===== config.mk =====
export PLATFORM = sky130hd
export DESIGN_NAME = stereo_voice_mixer_unit
export DESIGN_NICKNAME = d
export VERILOG_FILES = /design/src/rtl/svm_pkg.sv /design/src/rtl/svm_ctrl.sv /design/src/rtl/svm_lane.sv /design/src/rtl/stereo_voice_mixer_unit.sv
export SDC_FILE = /design/constraint.sdc
export NUM_CORES = 2
export LEC_CHECK = 0
export ABC_AREA = 1
export BUFFER_PORTS_ARGS = -buffer_cell sky130_fd_sc_hd__buf_2
export CAP_MARGIN = 15
export CORE_MARGIN = 2
export CORE_UTILIZATION = 55
export CTS_CLUSTER_SIZE = 24
export DETAILED_ROUTE_END_ITERATION = 6
export GPL_ROUTABILITY_DRIVEN = 0
export HOLD_SLACK_MARGIN = 0.12
export MAX_ROUTING_LAYER = met4
export PLACE_DENSITY = 0.72
export SYNTH_ARGS = -nofsm -noshare
export SYNTH_HDL_FRONTEND = slang
export SYNTH_SLANG_ARGS = --single-unit

===== constraint.sdc =====
create_clock -name clk -period 14.11 [get_ports clk]
set_input_delay 1.411 -clock clk [delete_from_list [all_inputs] [get_ports clk]]
set_output_delay 1.411 -clock clk [all_outputs]
set_load 0.1 [all_outputs]

===== src/rtl/svm_pkg.sv =====
// shared types, widths and codes of the stereo voice mixer
// no dependencies; imported by svm_ctrl, svm_lane, stereo_voice_mixer_unit and the bench
package svm_pkg;

  localparam int POSITION_BITS = 24;
  localparam int POS_OUT_BITS  = 24;
  localparam int FRAMES_BITS   = 24;
  localparam int CMP_BITS      = (POSITION_BITS > FRAMES_BITS) ? POSITION_BITS : FRAMES_BITS;

  localparam int SAMPLE_BITS = 16;
  localparam int LEVEL_BITS  = 16;
  localparam int PAN_BITS    = 13;
  localparam int GAIN_BITS   = LEVEL_BITS + PAN_BITS;
  localparam int FRAC_BITS   = 24;
  localparam int PROD_BITS   = SAMPLE_BITS + GAIN_BITS + 1;
  localparam int CFG_BITS    = 24;
  localparam int CFG_IDX_BITS = 2;

  localparam logic [PAN_BITS-1:0] PAN_UNITY = PAN_BITS'(4096);

  // command codes
  localparam logic [1:0] CMD_MIX   = 2'd0;
  localparam logic [1:0] CMD_PLAY  = 2'd1;
  localparam logic [1:0] CMD_PAUSE = 2'd2;
  localparam logic [1:0] CMD_STOP  = 2'd3;

  // register indexes
  localparam logic [CFG_IDX_BITS-1:0] REG_LEVEL   = 2'd0;
  localparam logic [CFG_IDX_BITS-1:0] REG_PAN     = 2'd1;
  localparam logic [CFG_IDX_BITS-1:0] REG_LOOPING = 2'd2;
  localparam logic [CFG_IDX_BITS-1:0] REG_FRAMES  = 2'd3;

  typedef struct packed {
    logic                   looping;
    logic [FRAMES_BITS-1:0] stream_frames;
  } seq_cfg_t;

  typedef struct packed {
    logic                    mix_en;
    logic                    is_playing;
    logic [POS_OUT_BITS-1:0] position;
  } status_t;

endpackage


===== src/rtl/svm_ctrl.sv =====
// voice sequencer: play state, playhead, rewind and stream end handling
// depends on svm_pkg
module svm_ctrl (
  input  logic              clk,
  input  logic              rst_n,
  input  logic              accept,
  input  logic [1:0]        command,
  input  svm_pkg::seq_cfg_t cfg,
  output svm_pkg::status_t  status
);
  import svm_pkg::*;

  logic [POSITION_BITS-1:0] playhead_r, playhead_nxt;
  logic                     playing_r, playing_nxt;
  logic                     active_r, active_nxt;
  logic                     rewind_r, rewind_nxt;
  logic [POSITION_BITS-1:0] ph_base, ph_inc;
  logic [CMP_BITS-1:0]      inc_ext, ph_ext;
  logic                     mix_en;

  assign ph_base = rewind_r ? '0 : playhead_r;
  assign ph_inc  = ph_base + POSITION_BITS'(1);
  assign inc_ext = CMP_BITS'(ph_inc);

  always_comb begin
    playhead_nxt = playhead_r;
    playing_nxt  = playing_r;
    active_nxt   = active_r;
    rewind_nxt   = rewind_r;
    mix_en       = 1'b0;
    unique case (command)
      CMD_PLAY: begin
        playing_nxt = 1'b1;
        if (!active_r) begin
          active_nxt = 1'b1;
        end else begin
          rewind_nxt = 1'b1;
        end
      end
      CMD_PAUSE: begin
        playing_nxt = 1'b0;
      end
      CMD_STOP: begin
        playing_nxt = 1'b0;
        rewind_nxt  = 1'b1;
      end
      default: begin
        if (active_r) begin
          rewind_nxt   = 1'b0;
          playhead_nxt = ph_base;
          if (playing_r) begin
            mix_en = 1'b1;
            // wrap at stream end, stop unless looping
            if (inc_ext >= CMP_BITS'(cfg.stream_frames)) begin
              playhead_nxt = '0;
              if (!cfg.looping) begin
                playing_nxt = 1'b0;
              end
            end else begin
              playhead_nxt = ph_inc;
            end
          end
          if (!playing_nxt) begin
            active_nxt = 1'b0;
          end
        end
      end
    endcase
  end

  always_ff @(posedge clk) begin
    if (!rst_n) begin
      playhead_r <= '0;
      playing_r  <= 1'b0;
      active_r   <= 1'b0;
      rewind_r   <= 1'b0;
    end else if (accept) begin
      playhead_r <= playhead_nxt;
      playing_r  <= playing_nxt;
      active_r   <= active_nxt;
      rewind_r   <= rewind_nxt;
    end
  end

  assign ph_ext            = CMP_BITS'(playhead_nxt);
  assign status.mix_en     = mix_en;
  assign status.is_playing = playing_nxt;
  assign status.position   = ph_ext[POS_OUT_BITS-1:0];

endmodule


===== src/rtl/svm_lane.sv =====
// one channel lane: gain product, sample scaling, add to mix, truncate and saturate
// depends on svm_pkg; three register stages with per-stage load enables
module svm_lane (
  input  logic                                clk,
  input  logic                                ld1,
  input  logic                                ld2,
  input  logic                                ld3,
  input  logic                                mix_en,
  input  logic [svm_pkg::PAN_BITS-1:0]        factor,
  input  logic [svm_pkg::LEVEL_BITS-1:0]      level,
  input  logic signed [svm_pkg::SAMPLE_BITS-1:0] mix,
  input  logic signed [svm_pkg::SAMPLE_BITS-1:0] sample,
  output logic signed [svm_pkg::SAMPLE_BITS-1:0] result
);
  import svm_pkg::*;

  localparam int QUO_BITS = PROD_BITS - FRAC_BITS;

  // stage 1: gain
  logic [GAIN_BITS-1:0]          gain_r;
  logic signed [SAMPLE_BITS-1:0] sample1_r, mix1_r;
  logic                          en1_r;
  // stage 2: scaled sample
  logic signed [PROD_BITS-1:0]   prod_r;
  logic signed [SAMPLE_BITS-1:0] mix2_r;
  logic                          en2_r;
  // stage 3: result
  logic signed [SAMPLE_BITS-1:0] result_r, result_nxt;

  logic signed [PROD_BITS-1:0]   prod_nxt, acc;
  logic signed [QUO_BITS-1:0]    quo;
  logic                          round_up;

  // operands widened to the full product width before the multiply
  assign prod_nxt = PROD_BITS'(sample1_r) * $signed(PROD_BITS'({1'b0, gain_r}));

  always_ff @(posedge clk) begin
    if (ld1) begin
      gain_r    <= GAIN_BITS'(factor) * GAIN_BITS'(level);
      sample1_r <= sample;
      mix1_r    <= mix;
      en1_r     <= mix_en;
    end
    if (ld2) begin
      prod_r <= prod_nxt;
      mix2_r <= mix1_r;
      en2_r  <= en1_r;
    end
    if (ld3) begin
      result_r <= result_nxt;
    end
  end

  // mix * 2^24 + product, then divide by 2^24 toward zero
  assign acc      = prod_r + ($signed(PROD_BITS'(mix2_r)) <<< FRAC_BITS);
  assign round_up = acc[PROD_BITS-1] && (acc[FRAC_BITS-1:0] != '0);
  assign quo      = acc[PROD_BITS-1:FRAC_BITS] + QUO_BITS'(round_up);

  always_comb begin
    if (!en2_r) begin
      result_nxt = mix2_r;
    end else if (quo > QUO_BITS'(32767)) begin
      result_nxt = 16'sh7FFF;
    end else if (quo < -QUO_BITS'(32768)) begin
      result_nxt = -16'sh8000;
    end else begin
      result_nxt = quo[SAMPLE_BITS-1:0];
    end
  end

  assign result = result_r;

endmodule


===== src/rtl/stereo_voice_mixer_unit.sv =====
// top level of one stereo mixer voice: config registers, sequencer, two channel lanes
// depends on svm_pkg, svm_ctrl, svm_lane

// One playback voice of a stereo mixer. Each request on the in_ side carries a command in
// in_tuser (mix frame, play, pause, stop) and a running stereo mix plus this voice's sample
// pair in in_tdata; each request gives exactly one result on the out_ side with the new mix,
// the play flag and the playhead. A new request can be taken every cycle while the out_ side
// does not stall; results pass through the lane pipeline registers (gain product,
// sample multiply, add/truncate/saturate). The voice state (play flag, playhead, rewind)
// is updated in the cycle a request is taken, so back to back requests see each other.
// Gains are (4096 - pan) * level for left and pan * level for right; pan writes above 4096
// are clipped. Configuration writes take effect on the next edge and must only happen while
// no request is in flight.
module stereo_voice_mixer_unit (
  input  logic        clk,
  input  logic        rst_n,
  // input stream
  input  logic        in_tvalid,
  output logic        in_tready,
  input  logic [63:0] in_tdata,   // mix_left, mix_right, sample_left, sample_right
  input  logic [1:0]  in_tuser,   // command
  // result stream
  output logic        out_tvalid,
  input  logic        out_tready,
  output logic [63:0] out_tdata,  // out_left, out_right, is_playing, position, zero pad
  // configuration
  input  logic                             cfg_wr_en,
  input  logic [svm_pkg::CFG_IDX_BITS-1:0] cfg_index,
  input  logic [svm_pkg::CFG_BITS-1:0]     cfg_wdata
);
  import svm_pkg::*;

  // configuration registers
  logic [LEVEL_BITS-1:0]  level_r;
  logic [PAN_BITS-1:0]    pan_r;
  logic                   looping_r;
  logic [FRAMES_BITS-1:0] frames_r;
  logic [PAN_BITS-1:0]    pan_wr;
  seq_cfg_t               seq_cfg;

  // pipeline valids and status pipeline
  logic    v1_r, v2_r, v3_r;
  logic    ld1, ld2, ld3, accept;
  status_t status, st1_r, st2_r, st3_r;

  logic signed [SAMPLE_BITS-1:0] res_left, res_right;
  logic [PAN_BITS-1:0]           left_factor;

  // pan saturates to unity on write
  assign pan_wr = (cfg_wdata[PAN_BITS-1:0] > PAN_UNITY) ? PAN_UNITY : cfg_wdata[PAN_BITS-1:0];

  always_ff @(posedge clk) begin
    if (!rst_n) begin
      level_r   <= LEVEL_BITS'(4096);
      pan_r     <= PAN_BITS'(2048);
      looping_r <= 1'b0;
      frames_r  <= FRAMES_BITS'(1);
    end else if (cfg_wr_en) begin
      unique case (cfg_index)
        REG_LEVEL:   level_r   <= cfg_wdata[LEVEL_BITS-1:0];
        REG_PAN:     pan_r     <= pan_wr;
        REG_LOOPING: looping_r <= cfg_wdata[0];
        REG_FRAMES:  frames_r  <= cfg_wdata[FRAMES_BITS-1:0];
        default:     level_r   <= level_r;
      endcase
    end
  end

  assign seq_cfg.looping       = looping_r;
  assign seq_cfg.stream_frames = frames_r;

  // each stage loads when it is empty or its contents move on
  assign ld3       = !v3_r || out_tready;
  assign ld2       = !v2_r || ld3;
  assign ld1       = !v1_r || ld2;
  assign in_tready = ld1;
  assign accept    = in_tvalid && in_tready;

  always_ff @(posedge clk) begin
    if (!rst_n) begin
      v1_r <= 1'b0;
      v2_r <= 1'b0;
      v3_r <= 1'b0;
    end else begin
      if (ld1) v1_r <= in_tvalid;
      if (ld2) v2_r <= v1_r;
      if (ld3) v3_r <= v2_r;
    end
  end

  always_ff @(posedge clk) begin
    if (ld1) st1_r <= status;
    if (ld2) st2_r <= st1_r;
    if (ld3) st3_r <= st2_r;
  end

  svm_ctrl u_ctrl (
    .clk     (clk),
    .rst_n   (rst_n),
    .accept  (accept),
    .command (in_tuser),
    .cfg     (seq_cfg),
    .status  (status)
  );

  assign left_factor = PAN_UNITY - pan_r;

  // left and right lanes run in lock step
  svm_lane u_lane_left (
    .clk    (clk),
    .ld1    (ld1),
    .ld2    (ld2),
    .ld3    (ld3),
    .mix_en (status.mix_en),
    .factor (left_factor),
    .level  (level_r),
    .mix    ($signed(in_tdata[15:0])),
    .sample ($signed(in_tdata[47:32])),
    .result (res_left)
  );

  svm_lane u_lane_right (
    .clk    (clk),
    .ld1    (ld1),
    .ld2    (ld2),
    .ld3    (ld3),
    .mix_en (status.mix_en),
    .factor (pan_r),
    .level  (level_r),
    .mix    ($signed(in_tdata[31:16])),
    .sample ($signed(in_tdata[63:48])),
    .result (res_right)
  );

  // merge lane results with the sequencer status
  assign out_tvalid = v3_r;
  assign out_tdata  = {7'd0, st3_r.position, st3_r.is_playing, res_right, res_left};

endmodule


### Word-level counts from Yosys, hierarchy flattened

Cells that the tools add are included.

| word-level totals | value |
|---|---|
| register bits after elaboration | 439 |
| input bits | 97 |
| output and inout port bits | 66 |
| word-level logic and storage cells | 105 |

| operators by class | value |
|---|---|
| $add $sub $neg | 6 |
| $mul | 4 |
| $lt $le $gt $ge | 6 |
| eq/ne operators | 7 |
| muxes and demuxes | 26 |
| bitwise gates (word level) | 3 |
| reductions and logical operators | 22 |

Operators with widths:

| kind | number |
|---|---|
| $mux 24 | 5 |
| $mux 16 | 6 |
| $add 46x40->46 | 2 |
| $mul 16x30->46 | 2 |
| $mul 13x16->29 | 2 |
| $reduce_bool 24->1 | 2 |
| $add 22x1->22 | 2 |
| $gt 22x16->1 const B | 2 |
| $lt 22x16->1 const B | 2 |
| $add 24x1->24 const B | 1 |
| $ge 24x24->1 | 1 |
| $gt 13x13->1 const B | 1 |
| $mux 13 | 1 |
| $sub 13x13->13 const A | 1 |
| $mux 1 | 11 |
| $reduce_and 2->1 | 5 |
| $eq 2x2->1 const B | 4 |
| $eq 2x1->1 const B | 2 |
| $pmux 1 s2 | 2 |
| $reduce_and 4->1 | 1 |
| $reduce_or 4->1 | 1 |
| $logic_and 1x1->1 | 3 |
| $logic_not 1->1 | 3 |
| $logic_or 1x1->1 | 3 |
| 7 further kinds | 9 |

### Logic depth before layout (Yosys ltp)

| logic depth | value |
|---|---|
| word-level depth | 10 |
| mapped depth | 35 |
| gate-level depth less buffers | 33 |

### By module

A second synthesis with hierarchy kept.

| second synthesis, totals | value |
|---|---|
| cell total of the unflattened synthesis | 8,094 |
| area total of the unflattened synthesis | 65,863.2 µm² |

By module, submodules not included:

| module | times used | cells each | area each (µm²) | sequential area each (µm²) |
|---|---|---|---|---|
| svm_lane at u_lane_right | 1 | 3,548 | 28,989.1 | 4,234.1 |
| svm_lane at u_lane_left | 1 | 3,562 | 28,964.0 | 4,234.1 |
| stereo_voice_mixer_unit | 1 | 392 | 4,594.4 | 3,393.3 |
| svm_ctrl | 1 | 592 | 3,315.7 | 540.5 |

### Worst setup path after synthesis

OpenSTA, ideal clock, no wires.

| timing | value |
|---|---|
| kind | input -> output |
| start point | input out_tready |
| end point | output in_tready |
| arrival | 6.696 ns |
| data required time | 12.699 ns |
| setup slack | 6.003 ns |
| cell stages on the path | 4 |
| buffers on the path | 0 |
| cells stage by stage | inv_1 > nand2_1 > nor2_1 > nand2_1 |

| between the ends | value |
|---|---|
| word-level cells in the longest chain between the ends | 3 |

Ends and longest elaborated chain:

| item | line | text |
|---|---|---|
| start: declaration | stereo_voice_mixer_unit.sv:24 | `input logic out_tready,` |
| $logic_or 1x1->1 | stereo_voice_mixer_unit.sv:73 | `assign ld3 = !v3_r \|\| out_tready;` |
| via ld3 | stereo_voice_mixer_unit.sv:43 | `logic ld1, ld2, ld3, accept;` |
| $logic_or 1x1->1 | stereo_voice_mixer_unit.sv:74 | `assign ld2 = !v2_r \|\| ld3;` |
| $logic_or 1x1->1 | stereo_voice_mixer_unit.sv:75 | `assign ld1 = !v1_r \|\| ld2;` |
| end: declaration | stereo_voice_mixer_unit.sv:19 | `output logic in_tready,` |

The timed path passes the listed nets, and every way through them passes these cells.

### Worst setup path after layout

| timing | value |
|---|---|
| start point | register pan_r[1] |
| end point | register u_lane_left.gain_r[28], data pin |

| between the ends | value |
|---|---|
| word-level cells in the longest chain between the ends | 2 |

Ends and longest elaborated chain:

| item | line | text |
|---|---|---|
| start: declaration | stereo_voice_mixer_unit.sv:35 | `logic [PAN_BITS-1:0] pan_r;` |
| start signal: assignment | stereo_voice_mixer_unit.sv:61 | `REG_PAN: pan_r <= pan_wr;` |
| $sub 13x13->13 | stereo_voice_mixer_unit.sv:106 | `assign left_factor = PAN_UNITY - pan_r;` |
| $mul 13x16->29 | svm_lane.sv:39 | `gain_r <= GAIN_BITS'(factor) * GAIN_BITS'(level);` |
| end signal: assignment | svm_lane.sv:39 |  |
| end: declaration | svm_lane.sv:20 | `logic [GAIN_BITS-1:0] gain_r;` |

No other way between the ends.
A chain may end at the register's enable or synchronous reset.

==> flow_summary.ini <==
[timing]
min_period_ps = 7650
hold_viol = 0
relSlewSlack = 0.233
grt_setup_unrepaired = false
tns_ps = 0
slew_violations = 0
final_min_period_over_clock_period = 0.542
setup_violations = 0
fmax_ghz = 0.131
worst_pin_slew_ps = 1150
clock_skew_ps = 60.4

[route]
drt-initial-drc-count = 3845
wirelength_mm = 160
firstDrtPassIters = 7
ant_nets = 0
vias = 50100
viasPerCell = 5.30
drc = 3
wire_per_inst_um = 17.0

[synthesis]
seq_area_frac_synth = 0.190
synth_top_area_frac = 0.328
synthArstFlopShare = 0
synth_seq_cells = 438
synth_top_area_cell = fa_1
synthDistinctLibCells = 54
synth_edf_count = 354
synth_area_um2 = 64800
synth_area_leaders = fa_1 (33%), edfxtp_1 (16%), inv_1 (13%), nand2_1 (11%), ha_1 (10%)
synth-warning-count = 0
synthFlopType = edfxtp_1
syn-instance-count = 7924
syn_area_per_cell_um2 = 8.18

[clock_network]
postCtsHoldBufs = 0
cts_sinks = 438
clock_path_buffers = 3
clockRootBuffer = clkbuf_16
clkLatencyLatePin_ps = 700
cts_tree = yes
clk_pin_slew_ps = 60
numCtsBuffers = 54
cts_resized = 0
htree_levels = 2
post-cts-setup-buffers = 0

[worst_setup_path]
crit_type = flip-flop to flip-flop
critical_path_arrival_ps = 8070
cp_num_buf_inv = 3
crit_family = adder cells
required_ps = 14530
critPathCaptureType = flip-flop
setup.worst_path.start_class = flip-flop
cp_common_cell = nand2_1
crit_fanout = 18
crit_slowest_cell = fa_1
max_stage_delay_ps = 540

[layout]
drive_gt1_frac = 0.0462
final_common_cell = inv_1
syn_to_final_growth_pct = 6.02
final_cell_mix = inv_1 (2,194), nand2_1 (1,942), fa_1 (1,062), ha_1 (516), edfxtp_1 (354)
fin_util = 0.590
nets = 9559

[die]
core_region_area_um2 = 117000
start_util = 0.557
die_h_um = 347
dieArea_um2 = 121000
die_x_um = 347
ios = 163
rows = 125

[status]
violations = design-rule violations
outcome = finished with violations

[grt]
grt_pass1_vias = 52300
grt_pass1_wl_mm = 263
overflow = 0
grt_use_total = 0.280
grt_max_degree = 79
antenna_found_initial = 5

[placed_design]
port_buffers = 155
dp_hpwl_mm = 123

[flow_run]
max-cap-violations = 0

[min_path]
min_path_type = flip-flop to flip-flop
==> sequential cells by signal, indices dropped and copies added (netlist names), 24 cells and up <==
name                 count
out_tdata               25
u_lane_left.prod_r      46
frames_r                24
u_lane_left.gain_r      28
u_ctrl.playhead_r       24
u_lane_right.gain_r     29
st2_r                   25
u_lane_right.prod_r     46
st1_r                   25
==> synth_stat cells, types with 77 or more instances <==
library cell  count
edfxtp_1        354
dfxtp_1          84
a21oi_1         309
o21ai_0         179
xor2_1          106
nor2_1          351
clkbuf_1        284
nand2_1        1944
inv_1          2195
fa_1           1062
ha_1            516
xnor2_1          77
nand3_1         129
==> final cells by class <==
type | instances | area (um2)
Timing Repair Buffer | 213 | 1210
Clock inverter | 41 | 554
Inverter | 2199 | 8260
Antenna cell | 3 | 7.51
Tap cell | 1524 | 1910
Clock buffer | 61 | 1420
Multi-Input combinational cell | 4978 | 43100
Sequential cell | 438 | 12300
Fill cell | 10200 | 47800
==> kinds of logic after synthesis <==
logic type                 share of synthesized area
adders and majority gates                      0.427
other                                      0.0000578
xor gates and xnor gates                      0.0250
buffers and inverters                          0.146
AOI/OAI and AO/OA                             0.0511
DFF                                            0.190
and+or+nand+nor                                0.160
==> per-stage QoR <==
step | cells | worst slack (ps) | hold WS (ps) | area [um2]
floorplan | 7930 | 6000 | 400 | 64900
global route | 9456 | 5680 | 413 | 68800
global placement | 9352 | 6750 | 403 | 66800
detailed placement | 9352 | 6530 | 405 | 66800
finish | 9457 | 6460 | 411 | 68800
CTS | 9454 | 6450 | 413 | 68700
==> path summary, 6_finish.rpt <==
kind	startpoint	end	slack, ps	cells after the start
worst max register to register	pan_r[1]	u_lane_left.gain_r[28]	6460	29
worst max-delay path	pan_r[1]	u_lane_left.gain_r[28]	6460	29
worst min-delay path	u_lane_right.mix1_r[5]	u_lane_right.mix2_r[5]	410	0
worst min register to register	u_lane_right.mix1_r[5]	u_lane_right.mix2_r[5]	410	0
==> layer usage <==
metal	global-route usage	vias up	wire (um)
met3	0.0550	438	15300
met4	0.0893	0	5520
li1	-	23200	-
met5	-	-	0
met1	0.361	24200	65700
met2	0.446	2194	73800
Power is not shown: default switching activity piles up to over one toggle a cycle in this logic, so the estimate is an artifact.
